## src/sv/radix_string_converter_assert.svh

```systemverilog
// ---------------------------------------------------------------------------
// Assertion macros for the radix string converter
// Clocked on clk, disabled while rst_n is low.
// ---------------------------------------------------------------------------
`ifndef RADIX_STRING_CONVERTER_ASSERT_SVH
`define RADIX_STRING_CONVERTER_ASSERT_SVH

// same-cycle implication
`define RSC_ASSERT_NOW(lbl, ante, cons, msg) \
    lbl: assert property (@(posedge clk) disable iff (!rst_n) (ante) |-> (cons)) \
        else $error(msg);

// next-cycle implication
`define RSC_ASSERT_NEXT(lbl, ante, cons, msg) \
    lbl: assert property (@(posedge clk) disable iff (!rst_n) (ante) |=> (cons)) \
        else $error(msg);

`endif

```

## src/sv/rsc_pkg.sv

```systemverilog
// ---------------------------------------------------------------------------
// rsc_pkg
// Shared constants, command/status types and digit helpers of the converter.
// ---------------------------------------------------------------------------
package rsc_pkg;

    // value width and derived sizes
    localparam int VALUE_BITS = 64;
    localparam int WIDE_W     = VALUE_BITS + 4;          // room for x16 product
    localparam int DIGIT_MAX  = VALUE_BITS;              // binary is the longest
    localparam int COUNT_W    = $clog2(DIGIT_MAX + 1);
    localparam int IDX_W      = $clog2(DIGIT_MAX);
    localparam int DIV_STEPS  = VALUE_BITS / 4;          // one nibble per step
    localparam int BIT_CNT_W  = $clog2(DIV_STEPS);

    // register indexes
    localparam int CFG_INDEX_W = 1;
    localparam logic [CFG_INDEX_W-1:0] REG_IN_RADIX  = 1'd0;
    localparam logic [CFG_INDEX_W-1:0] REG_OUT_RADIX = 1'd1;

    // radix select codes
    localparam logic [1:0] RADIX_BIN = 2'd0;
    localparam logic [1:0] RADIX_OCT = 2'd1;
    localparam logic [1:0] RADIX_DEC = 2'd2;
    localparam logic [1:0] RADIX_HEX = 2'd3;

    // ASCII anchors
    localparam logic [7:0] ASCII_ZERO  = 8'd48;
    localparam logic [7:0] ASCII_NINE  = 8'd57;
    localparam logic [7:0] ASCII_UPA   = 8'd65;
    localparam logic [7:0] ASCII_UPF   = 8'd70;
    localparam logic [7:0] ASCII_ALPHA = 8'd55;          // 'A' - 10

    localparam logic [4:0] NO_DIGIT = 5'd16;

    // controller to datapath
    typedef struct packed {
        logic acc_en;      // accumulate the accepted character
        logic load;        // copy accumulator into the work register
        logic div_step;    // one nibble of the divide-by-ten loop
        logic digit_step;  // store one digit, advance the quotient
        logic emit_step;   // read one stored digit toward the output
        logic clr;         // clear accumulator and overflow for the next string
    } rsc_cmd_t;

    // datapath to controller
    typedef struct packed {
        logic out_dec;     // output radix is ten
        logic div_last;    // last nibble of the division
        logic conv_done;   // quotient zero or buffer full after this digit
        logic emit_last;   // one digit left to read
    } rsc_sts_t;

    // digit value of an ASCII code, NO_DIGIT if none
    function automatic logic [4:0] char_value(input logic [7:0] c);
        logic [7:0] t;
        t = 8'd0;
        if (c >= ASCII_ZERO && c <= ASCII_NINE) begin
            t = c - ASCII_ZERO;
            return t[4:0];
        end
        if (c >= ASCII_UPA && c <= ASCII_UPF) begin
            t = c - ASCII_ALPHA;
            return t[4:0];
        end
        return NO_DIGIT;
    endfunction

    function automatic logic [4:0] radix_value(input logic [1:0] sel);
        logic [4:0] r;
        r = 5'd2;
        case (sel)
            RADIX_BIN: r = 5'd2;
            RADIX_OCT: r = 5'd8;
            RADIX_DEC: r = 5'd10;
            default:   r = 5'd16;
        endcase
        return r;
    endfunction

    function automatic logic [7:0] digit_ascii(input logic [3:0] d);
        logic [7:0] w;
        w = {4'd0, d};
        return (d > 4'd9) ? w + ASCII_ALPHA : w + ASCII_ZERO;
    endfunction

endpackage

```

## src/sv/rsc_ctrl.sv

```systemverilog
// ---------------------------------------------------------------------------
// rsc_ctrl
// Sequencer: accumulate, load, divide/digit loop, then digit readout.
// ---------------------------------------------------------------------------
module rsc_ctrl (
    input  logic              clk,
    input  logic              rst_n,
    input  logic              start,
    input  logic              last_char,
    input  rsc_pkg::rsc_sts_t sts,
    output rsc_pkg::rsc_cmd_t cmd,
    output logic              busy
);
    import rsc_pkg::*;

    localparam logic [2:0] ST_IDLE  = 3'd0;
    localparam logic [2:0] ST_LOAD  = 3'd1;
    localparam logic [2:0] ST_DIV   = 3'd2;
    localparam logic [2:0] ST_DIGIT = 3'd3;
    localparam logic [2:0] ST_EMIT  = 3'd4;

    logic [2:0] state_reg;
    logic [2:0] state_next;

    assign busy = (state_reg != ST_IDLE);

    // next state and commands
    always_comb
    begin
        state_next = state_reg;
        cmd        = '0;
        unique case (state_reg)
            ST_IDLE:
            begin
                if (start)
                begin
                    cmd.acc_en = 1'b1;
                    if (last_char)
                        state_next = ST_LOAD;
                end
            end
            ST_LOAD:
            begin
                cmd.load   = 1'b1;
                state_next = sts.out_dec ? ST_DIV : ST_DIGIT;
            end
            ST_DIV:
            begin
                cmd.div_step = 1'b1;
                if (sts.div_last)
                    state_next = ST_DIGIT;
            end
            ST_DIGIT:
            begin
                cmd.digit_step = 1'b1;
                if (sts.conv_done)
                    state_next = ST_EMIT;
                else if (sts.out_dec)
                    state_next = ST_DIV;
            end
            ST_EMIT:
            begin
                cmd.emit_step = 1'b1;
                if (sts.emit_last)
                begin
                    cmd.clr    = 1'b1;
                    state_next = ST_IDLE;
                end
            end
            default:
            begin
                state_next = ST_IDLE;
            end
        endcase
    end

    always_ff @(posedge clk or negedge rst_n)
    begin
        if (!rst_n)
            state_reg <= ST_IDLE;
        else
            state_reg <= state_next;
    end

endmodule

```

## src/sv/rsc_dp.sv

```systemverilog
// ---------------------------------------------------------------------------
// rsc_dp
// Radix registers, accumulator, digit extraction, digit buffer and output.
// ---------------------------------------------------------------------------
`include "radix_string_converter_assert.svh"

module rsc_dp (
    input  logic                               clk,
    input  logic                               rst_n,
    input  logic                               cfg_we,
    input  logic [rsc_pkg::CFG_INDEX_W-1:0]    cfg_index,
    input  logic [1:0]                         cfg_data,
    input  logic [7:0]                         char_code,
    input  rsc_pkg::rsc_cmd_t                  cmd,
    output rsc_pkg::rsc_sts_t                  sts,
    output logic                               result_valid,
    output logic [7:0]                         digit_char,
    output logic                               last_digit,
    output logic                               overflow
);
    import rsc_pkg::*;

    logic [1:0]            in_sel_reg;
    logic [1:0]            out_sel_reg;
    logic [VALUE_BITS-1:0] acc_reg;
    logic                  ovf_reg;
    logic [VALUE_BITS-1:0] work_reg;
    logic [VALUE_BITS-1:0] work_next;
    logic [3:0]            rem_reg;
    logic [3:0]            rem_next;
    logic [BIT_CNT_W-1:0]  bit_cnt_reg;
    logic [COUNT_W-1:0]    count_reg;
    logic [3:0]            digit_buf [DIGIT_MAX];
    logic [3:0]            rd_digit_reg;
    logic                  valid_reg;
    logic                  last_reg;
    logic                  ovf_out_reg;

    // configuration writes
    always_ff @(posedge clk or negedge rst_n)
    begin
        if (!rst_n)
        begin
            in_sel_reg  <= RADIX_DEC;
            out_sel_reg <= RADIX_BIN;
        end
        else if (cfg_we)
        begin
            if (cfg_index == REG_IN_RADIX)
                in_sel_reg <= cfg_data;
            else
                out_sel_reg <= cfg_data;
        end
    end

    // accumulate: value*radix + digit, wrap detected in the top nibble
    logic [4:0]        ch_val;
    logic              ch_ok;
    logic [WIDE_W-1:0] acc_w;
    logic [WIDE_W-1:0] prod;
    logic [WIDE_W-1:0] sum;

    always_comb
    begin
        ch_val = char_value(char_code);
        ch_ok  = (ch_val < radix_value(in_sel_reg));
        acc_w  = {4'd0, acc_reg};
        case (in_sel_reg)
            RADIX_BIN: prod = acc_w << 1;
            RADIX_OCT: prod = acc_w << 3;
            RADIX_DEC: prod = (acc_w << 3) + (acc_w << 1);
            default:   prod = acc_w << 4;
        endcase
        sum = prod + {{(WIDE_W-5){1'b0}}, ch_val};
    end

    always_ff @(posedge clk or negedge rst_n)
    begin
        if (!rst_n)
        begin
            acc_reg <= '0;
            ovf_reg <= 1'b0;
        end
        else if (cmd.clr)
        begin
            acc_reg <= '0;
            ovf_reg <= 1'b0;
        end
        else if (cmd.acc_en && ch_ok)
        begin
            acc_reg <= sum[VALUE_BITS-1:0];
            if (sum[WIDE_W-1:VALUE_BITS] != 4'd0)
                ovf_reg <= 1'b1;
        end
    end

    // digit of the current step and remaining quotient
    logic [3:0]            digit;
    logic [VALUE_BITS-1:0] quot;
    logic [7:0]            div_tmp;
    logic [15:0]           div_prod;
    logic [3:0]            div_q;
    logic [7:0]            div_r;

    always_comb
    begin
        case (out_sel_reg)
            RADIX_BIN:
            begin
                digit = {3'd0, work_reg[0]};
                quot  = work_reg >> 1;
            end
            RADIX_OCT:
            begin
                digit = {1'b0, work_reg[2:0]};
                quot  = work_reg >> 3;
            end
            RADIX_DEC:
            begin
                digit = rem_reg;
                quot  = work_reg;
            end
            default:
            begin
                digit = work_reg[3:0];
                quot  = work_reg >> 4;
            end
        endcase
        // long division by ten, one nibble per cycle, msb first;
        // remainder:nibble stays below 160, where x*205 >> 11 is exact
        div_tmp  = {rem_reg, work_reg[VALUE_BITS-1 -: 4]};
        div_prod = {8'd0, div_tmp} * 16'd205;
        div_q    = div_prod[14:11];
        div_r    = div_tmp - {1'b0, div_q, 3'd0} - {3'd0, div_q, 1'b0};
    end

    always_comb
    begin
        work_next = work_reg;
        rem_next  = rem_reg;
        if (cmd.load)
        begin
            work_next = acc_reg;
            rem_next  = 4'd0;
        end
        else if (cmd.div_step)
        begin
            work_next = {work_reg[VALUE_BITS-5:0], div_q};
            rem_next  = div_r[3:0];
        end
        else if (cmd.digit_step)
        begin
            work_next = quot;
            rem_next  = 4'd0;
        end
    end

    always_ff @(posedge clk)
    begin
        work_reg <= work_next;
        rem_reg  <= rem_next;
    end

    // division step counter
    always_ff @(posedge clk or negedge rst_n)
    begin
        if (!rst_n)
            bit_cnt_reg <= BIT_CNT_W'(DIV_STEPS - 1);
        else if (cmd.load || cmd.digit_step)
            bit_cnt_reg <= BIT_CNT_W'(DIV_STEPS - 1);
        else if (cmd.div_step)
            bit_cnt_reg <= bit_cnt_reg - BIT_CNT_W'(1);
    end

    // digit count: fills on digit steps, drains on emit steps
    always_ff @(posedge clk or negedge rst_n)
    begin
        if (!rst_n)
            count_reg <= '0;
        else if (cmd.load)
            count_reg <= '0;
        else if (cmd.digit_step)
            count_reg <= count_reg + COUNT_W'(1);
        else if (cmd.emit_step)
            count_reg <= count_reg - COUNT_W'(1);
    end

    // digit buffer, least significant digit at index zero
    logic [COUNT_W-1:0] rd_pos;
    assign rd_pos = count_reg - COUNT_W'(1);

    always_ff @(posedge clk)
    begin
        if (cmd.digit_step)
            digit_buf[count_reg[IDX_W-1:0]] <= digit;
        if (cmd.emit_step)
            rd_digit_reg <= digit_buf[rd_pos[IDX_W-1:0]];
    end

    // output beat registers
    always_ff @(posedge clk or negedge rst_n)
    begin
        if (!rst_n)
            valid_reg <= 1'b0;
        else
            valid_reg <= cmd.emit_step;
    end

    always_ff @(posedge clk)
    begin
        if (cmd.emit_step)
        begin
            last_reg    <= (count_reg == COUNT_W'(1));
            ovf_out_reg <= ovf_reg;
        end
    end

    assign result_valid = valid_reg;
    assign digit_char   = digit_ascii(rd_digit_reg);
    assign last_digit   = last_reg;
    assign overflow     = ovf_out_reg;

    // status to the controller
    always_comb
    begin
        sts.out_dec   = (out_sel_reg == RADIX_DEC);
        sts.div_last  = (bit_cnt_reg == '0);
        sts.conv_done = (quot == '0) || (count_reg == COUNT_W'(DIGIT_MAX - 1));
        sts.emit_last = (count_reg == COUNT_W'(1));
    end

    `RSC_ASSERT_NOW(a_beat_from_read, result_valid, $past(cmd.emit_step), "beat without read")
    `RSC_ASSERT_NOW(a_buf_room, cmd.digit_step, count_reg < COUNT_W'(DIGIT_MAX), "digit buffer overrun")
    `RSC_ASSERT_NOW(a_emit_nonempty, cmd.emit_step, count_reg != '0, "readout of empty buffer")

endmodule

```

## src/sv/radix_string_converter.sv

```systemverilog
// ---------------------------------------------------------------------------
// radix_string_converter
// ASCII digit string in one radix to ASCII digits in another, 64-bit value.
// ---------------------------------------------------------------------------
//  Channel   Handshake                 Payload
//  config    cfg_we                    cfg_index, cfg_data
//  input     start & !busy             char_code, last_char
//  result    result_valid (1 cycle)    digit_char, last_digit, overflow
//
//  A character that is not last is accumulated on acceptance; the next may follow at once.
//  A last character adds a load step, then per output digit a digit store
//  (radix 2/8/16) or 16 nibble steps of the divide by ten plus the digit
//  store (radix 10), then one readout per digit from the digit buffer;
//  each beat follows its readout in the next cycle.
//  Reset clears the radix registers to decimal in, binary out, and the value.
//  Results cannot be stalled; one beat per cycle during readout.
// ---------------------------------------------------------------------------
module radix_string_converter (
    input  logic                            clk,
    input  logic                            rst_n,
    input  logic                            cfg_we,
    input  logic [rsc_pkg::CFG_INDEX_W-1:0] cfg_index,
    input  logic [1:0]                      cfg_data,
    input  logic                            start,
    output logic                            busy,
    input  logic [7:0]                      char_code,
    input  logic                            last_char,
    output logic                            result_valid,
    output logic [7:0]                      digit_char,
    output logic                            last_digit,
    output logic                            overflow
);
    import rsc_pkg::*;

    rsc_cmd_t cmd;
    rsc_sts_t sts;

    // sequencer
    rsc_ctrl u_ctrl (
        .clk       (clk),
        .rst_n     (rst_n),
        .start     (start),
        .last_char (last_char),
        .sts       (sts),
        .cmd       (cmd),
        .busy      (busy)
    );

    // datapath
    rsc_dp u_dp (
        .clk          (clk),
        .rst_n        (rst_n),
        .cfg_we       (cfg_we),
        .cfg_index    (cfg_index),
        .cfg_data     (cfg_data),
        .char_code    (char_code),
        .cmd          (cmd),
        .sts          (sts),
        .result_valid (result_valid),
        .digit_char   (digit_char),
        .last_digit   (last_digit),
        .overflow     (overflow)
    );

endmodule
```

## config.mk

```make
export PLATFORM = sky130hd
export DESIGN_NAME = radix_string_converter
export DESIGN_NICKNAME = d
export VERILOG_FILES = /design/src/sv/rsc_pkg.sv /design/src/sv/rsc_ctrl.sv /design/src/sv/rsc_dp.sv /design/src/sv/radix_string_converter.sv
export VERILOG_INCLUDE_DIRS = /design/src /design/src/sv
export SDC_FILE = /design/constraint.sdc
export NUM_CORES = 1
export LEC_CHECK = 0
export BUFFER_PORTS_ARGS = -buffer_cell sky130_fd_sc_hd__buf_2
export CAP_MARGIN = 40
export CORE_UTILIZATION = 40
export DETAILED_ROUTE_END_ITERATION = 7
export SLEW_MARGIN = 20
export SYNTH_ARGS = -nofsm -noshare
export SYNTH_HDL_FRONTEND = slang
export SYNTH_SLANG_ARGS = --single-unit
```

## constraint.sdc

```tcl
create_clock -name clk -period 7.8 [get_ports clk]
set_input_delay 0.78 -clock clk [delete_from_list [all_inputs] [get_ports clk]]
set_output_delay 0.78 -clock clk [all_outputs]
set_load 0.005 [all_outputs]
```

* Word-level counts from Yosys, hierarchy flattened
Memory sizes are Yosys's and may differ from the RTL's. A register that Yosys moved wholly into a read port is not among the register bits. Cells that the tools add are included.
Storage, ports and cells: memories kept 1, memory bits (writable) 256, logic and storage cells 113, output and inout bits 12, bits of input ports 16, flip-flop bits (word level) 154, memory bits (read-only) 0, latch bits 0
Memory list:
- u_dp.digit_buf | words 64, bits a word 4, read ports 1, clocked after Yosys merged registers in 1, wr ports 1, line rsc_dp.sv:33 | logic [3:0] digit_buf [DIGIT_MAX];
Cells by class: shifts and indexed selects 0, bitwise gates (word level) 1, order comparisons 6, multiplexer cells 44, $add $sub $neg 11, $mul 1, div/mod/pow operators 0, reductions and logical operators 22, equality and inequality tests 15
Operators with widths (count):
- two-way mux 64 bit | 5
- one-hot mux 68 bit (3 select lines) | 1
- one-hot mux 64 bit (3 select lines) | 1
- adder 67 x 65 -> 68 bit | 1
- adder 68 x 5 -> 68 bit | 1
- zero test 64 bit | 1
- two-way mux 7 bit | 3
- two-way mux 5 bit | 4
- two-way mux 3 bit | 6
- two-way mux 4 bit | 4
- multiplier 8 x 8 -> 15 bit, second input constant | 1
- two-way mux 1 bit | 15
- one-hot mux 3 bit (5 select lines) | 1
- one-hot mux 5 bit (3 select lines) | 1
- adder 4 x 6 -> 7 bit, second input constant | 2
- one-hot mux 4 bit (3 select lines) | 1
- subtractor 5 bit, second input constant | 2
- nonzero test 3 bit | 3
- greater-or-equal comparator 8 x 6 -> 1 bit, second input constant | 1
- greater-or-equal comparator 8 x 7 -> 1 bit, second input constant | 1
- less-or-equal comparator 8 x 6 -> 1 bit, second input constant | 1
- less-or-equal comparator 8 x 7 -> 1 bit, second input constant | 1
- two-way mux 8 bit | 1
- inequality test 2 bit, second input constant | 4
- 25 further kinds | 38

* Depth between registers and ports, before layout
word-level depth 11, mapped depth 23, depth with buffers taken out 22

* Cells and area by module
A second synthesis with hierarchy kept.
Second synthesis, totals: cells, all modules 2636, area total of the unflattened synthesis 28348.4 um2
By module, submodules not included:
- rsc_dp | times used 1, area each 28150.7 um2, seq. area each 11902.7 um2, cells each 2612
- rsc_ctrl | times used 1, area each 197.7 um2, seq. area each 75.1 um2, cells each 24

* Worst setup path before layout
OpenSTA, ideal clock, no wires.
path type register to register, from register u_dp.in_sel_reg[1], to register u_dp.ovf_reg, slack 1.375 ns, cell stages (with the launch flop) 23, library setup time 0.126 ns, clock period less this slack 6.425 ns, arrival time 6.299 ns, path buffers 8, required time 7.674 ns, cell sequence dfstp_2 ha_1 buf_2 buf_2 buf_1 buf_1 buf_1 buf_1 clkbuf_1 buf_1 nor2_1 ha_1 a21o_1 a21oi_1 nor4b_2 nor3b_2 nand4_1 nor4b_2 nand4_1 or4_4 nor4_1 mux2_1 a221o_1
On the way: word-level cells in the longest chain between the ends 6, elaborated cells between the ends (all ways) 12, those cells by class add/sub (1); order compare (1); eq/ne (2); mux (2); reduce/logical (6)
RTL lines:
- start: declaration | line rsc_dp.sv:23 | logic [1:0] in_sel_reg;
- start signal: assignment | line rsc_dp.sv:50 | in_sel_reg <= cfg_data;
- == test 2 bit (tied with other cells) | line rsc_pkg.sv:72, rsc_dp.sv:68
- one-hot mux 68 bit (3 select lines) / one-hot mux 5 bit (3 select lines) (equally long branches) | line rsc_dp.sv:68, rsc_pkg.sv:72
- adder 68 x 5 -> 68 bit / less-than comparator 5 bit (equally long branches) | line rsc_dp.sv:74, rsc_dp.sv:66
- nonzero test 4 bit / logical AND 1 bit (equally long branches) | line rsc_dp.sv:92, rsc_dp.sv:89
- nonzero test 2 bit (no source line)
- AND reduction 2 bit (no source line) (*)
- end signal: assignment | line rsc_dp.sv:82 | ovf_reg <= 1'b0;
- end signal: assignment | line rsc_dp.sv:87 | ovf_reg <= 1'b0;
- end signal: assignment | line rsc_dp.sv:93 | ovf_reg <= 1'b1;
- end: declaration | line rsc_dp.sv:26 | logic ovf_reg;
Mark *: on every way between the ends. The rest lies on a longest branch, timed or not. A chain may end at the register's enable or synchronous reset.

* Final worst setup path
from register u_dp.acc_reg[2], to register u_dp.ovf_reg
On the way: word-level cells in the longest chain between the ends 6
RTL lines:
- start: declaration | line rsc_dp.sv:25 | logic [VALUE_BITS-1:0] acc_reg;
- start signal: assignment | line rsc_dp.sv:91 | acc_reg <= sum[VALUE_BITS-1:0];
- adder 67 x 65 -> 68 bit | line rsc_dp.sv:71 | RADIX_DEC: prod = (acc_w << 3) + (acc_w << 1);
- one-hot mux 68 bit (3 select lines) (*) | line rsc_dp.sv:68 | case (in_sel_reg)
- adder 68 x 5 -> 68 bit (*) | line rsc_dp.sv:74 | sum = prod + {{(WIDE_W-5){1'b0}}, ch_val};
- nonzero test 4 bit (*) | line rsc_dp.sv:92 | if (sum[WIDE_W-1:VALUE_BITS] != 4'd0)
- nonzero test 2 bit (no source line) (*)
- AND reduction 2 bit (no source line) (*)
Marked as above.

==> results_dict.tcl <==
set metrics [dict create \
    grt_pass1_vias 22100 \
    remaining_drc_errors 0 \
    status "complete, no violations" \
    dp_hpwl_um 59600 \
    finalHoldViolations 0 \
    fp.dieH_um 268 \
    io_buffers 26 \
    overflow 0 \
    finClkSkew_ns 0.0207 \
    yosys_warnings 0 \
    post_cts_resized 0 \
    first_iter_violations 2831 \
    start_util_pct 40.4 \
    clk_latency_ns 0.57 \
    leakage_uw 0.0105 \
    cts.path.max_buffers 3 \
    drv_cap 0 \
    cp-end-kind "register" \
    drtAntennaViolNets 0 \
    track_usage_pct 23.3 \
    r2r_end "u_dp.ovf_reg" \
    cts-root-buf "clkbuf_16" \
    fin_crit_ns 6.03 \
    worst_pin_slew_ns 0.889 \
    drive_gt1_share_pct 13.1 \
    crit_end "u_dp.ovf_reg" \
    path_class "reg2reg" \
    drv_slew 0 \
    synth_edf_count 326 \
    drtPass1Iterations 6 \
    largest_reg_flops 256 \
    ys.flop_type "edfxtp_1" \
    fmaxAchievable_mhz 166 \
    hold_buffers 0 \
    h-tree-depth 2 \
    startpoint_type "register" \
    cts_num_sinks 414 \
    relSlewSlack_pct 40.3 \
    crit_start "u_dp.acc_reg[2]" \
    finalCritPeriodShare_pct 77.3 \
    area_growth_pct 8.55 \
    r2r_slack_ns 1.77 \
    power_density_nw_per_um2 351 \
    ir_worst_vdd_v 0.000732 \
    cts_setup_buffers 0 \
    vias 22900 \
    fin_area_um2 30700 \
    diodes 0 \
    fp-row-count 97 \
    worstPathArrival_ns 6.47 \
    numCtsBuffers 41 \
    synthArstFlopShare_pct 20.3 \
    postPlaceCellArea_um2 29200 \
    core-area_um2 69900 \
    seq_area_frac_synth_pct 42.4 \
    setup_tns_ns 0 \
    cts_tree "yes" \
    viasPerCell 6.36 \
    die-width_um 268 \
    gp_congestion 0.973 \
    rr_worst_depth 14 \
    antenna_found_initial 0 \
    syn_nets 2848 \
    avgSynthCellArea_um2 10.5 \
    die-area_um2 71700 \
    crit_fanout 12 \
    rsz0062_at_grt "false" \
    finalSetupViolCount 0 \
    ys_types 103 \
    grt_pass1_wl_um 131000 \
    fillers 6557 \
    syn_inst 2695 \
    cp.required_ns 8.24 \
    nNetsFinal 2778 \
    hp-class "in2async" \
    syn_area_um2 28200 \
    regToRegStartpoint "u_dp.acc_reg[2]" \
    ys_ff_latch 414 \
    io-pin-count 28 \
    clk_transition_reported_paths_ns 0.06 \
    grt_max_degree 73 \
    wl_per_cell_um 23.3 \
    drt-total-wl_um 83700 \
]
layout make-up:
class | count | area, um2 | area share, %
clock buffer | 48 | 1070 | 3.50
clock inverter | 28 | 350 | 1.14
inverter | 107 | 402 | 1.31
timing repair buffer | 54 | 413 | 1.35
multi-input combinational | 2007 | 15300 | 49.8
tap | 940 | 1180 | 3.84
sequential | 414 | 12000 | 39.1
Yosys cell counts, drive strengths merged (64+ instances only):
| cell type | count | area (um2) |
|---|---|---|
| buf | 64 | 302 |
| ha | 124 | 1550 |
| inv | 107 | 402 |
| clkbuf | 103 | 387 |
| dfrtp | 79 | 1980 |
| nand3 | 113 | 571 |
| o21ai | 176 | 885 |
| a21oi | 164 | 825 |
| nand2 | 195 | 732 |
| edfxtp | 326 | 9790 |
| o22ai | 69 | 438 |
| mux4 | 144 | 3240 |
| nor2 | 309 | 1160 |
per-stage QoR:
stage | cells | hold slack [ns] | utilization, % | setup slack (ns) | power (uW)
CTS | 3596 | 0.245 | 43.8 | 1.97 | 10800
detailed placement | 3520 | 0.492 | 41.7 | 1.52 | 8700
global placement | 3515 | 0.480 | 41.6 | 1.75 | 8520
finish | 3598 | 0.239 | 43.8 | 1.77 | 10800
global route | 3598 | 0.266 | 43.8 | 1.56 | 11600
floorplan | 2695 | 0.425 | - | 1.38 | 7330
how the worst min path moves through the flow:
stage                         from             endpoint  slack [ns]  depth (start not counted)
6_report                     rst_n     u_dp.acc_reg[60]        0.24                          1
5_1_grt                      rst_n     u_dp.acc_reg[60]        0.27                          1
4_1_cts                      rst_n    u_dp.result_valid        0.24                          1
3_5_place_dp   u_dp.bit_cnt_reg[2]  u_dp.bit_cnt_reg[2]        0.49                          2
3_3_place_gp   u_dp.bit_cnt_reg[2]  u_dp.bit_cnt_reg[2]        0.48                          2
2_1_floorplan         u_dp.ovf_reg        u_dp.overflow        0.43                          0
kinds of logic (layout without fill, tap and decap cells):
| group | Yosys count | after routing | share of synthesized area [%] |
|---|---|---|---|
| AO/OA/AOI/OAI | 686 | 686 | 16.0 |
| multiplexers | 175 | 175 | 12.6 |
| buffers and inverters | 274 | 237 | 3.86 |
| XOR/XNOR | 89 | 89 | 2.76 |
| AND/OR/NAND/NOR | 919 | 919 | 15.9 |
| flip-flops | 414 | 414 | 42.4 |
| adder cells (fa/ha/maj) | 137 | 137 | 6.42 |
| other | 1 | 1 | 0.0133 |
worst max-delay path: stages, from the launching register on:
cell and delay [ns]:
dfrtp_1 0.47, ha_1 0.27, fa_1 0.47, a21o_1 0.23, a221oi_1 0.67, o21ai_0 0.28, mux2i_1 0.18, a221oi_1 0.48
nand4_1 0.32, nor4b_2 0.53, nand4_1 0.35, or4_4 0.63, nor4_1 0.38, mux2_1 0.37, a221o_1 0.26
placed cells by master (no fill, tap or decap), types with 10 or more instances in the layout:
cell type	instances
nor2_1	308
buf_2	26
clkbuf_16	41
or3_1	15
inv_1	106
o31ai_1	11
nand3b_1	11
nor3_1	48
and3_1	10
o21ai_0	161
nor4_1	37
nand2_1	192
buf_4	22
fa_1	13
and2_1	10
o21a_1	24
edfxtp_1	326
a21o_1	23
a221o_1	35
nand4b_1	10
a21oi_1	163
xor2_1	42
or2_2	12
nor2b_1	14
nand4_1	61
mux2i_1	20
ha_1	119
dfrtp_1	76
nand3_1	112
a211oi_1	23
xnor2_1	45
nand2b_1	30
a221oi_1	30
o22ai_1	68
mux4_2	144
a31oi_1	19
o21ai_1	12
power by group:
part           internal [uW]  total, uW  switching (uW)
combinational           2440       5230            2790
sequential              3000       3430             431
clock                   1200       2090             884
routing by layer:
layer  GRT usage [%]  wire length (um)  vias to the layer above
met5               0                 0                        -
met4            7.24              2390                        0
met3            2.59              6110                      145
met2            36.9             38500                     1021
met1            33.5             36700                    11400
li1                -                 -                    10300
(Power assumes the default switching activity.)
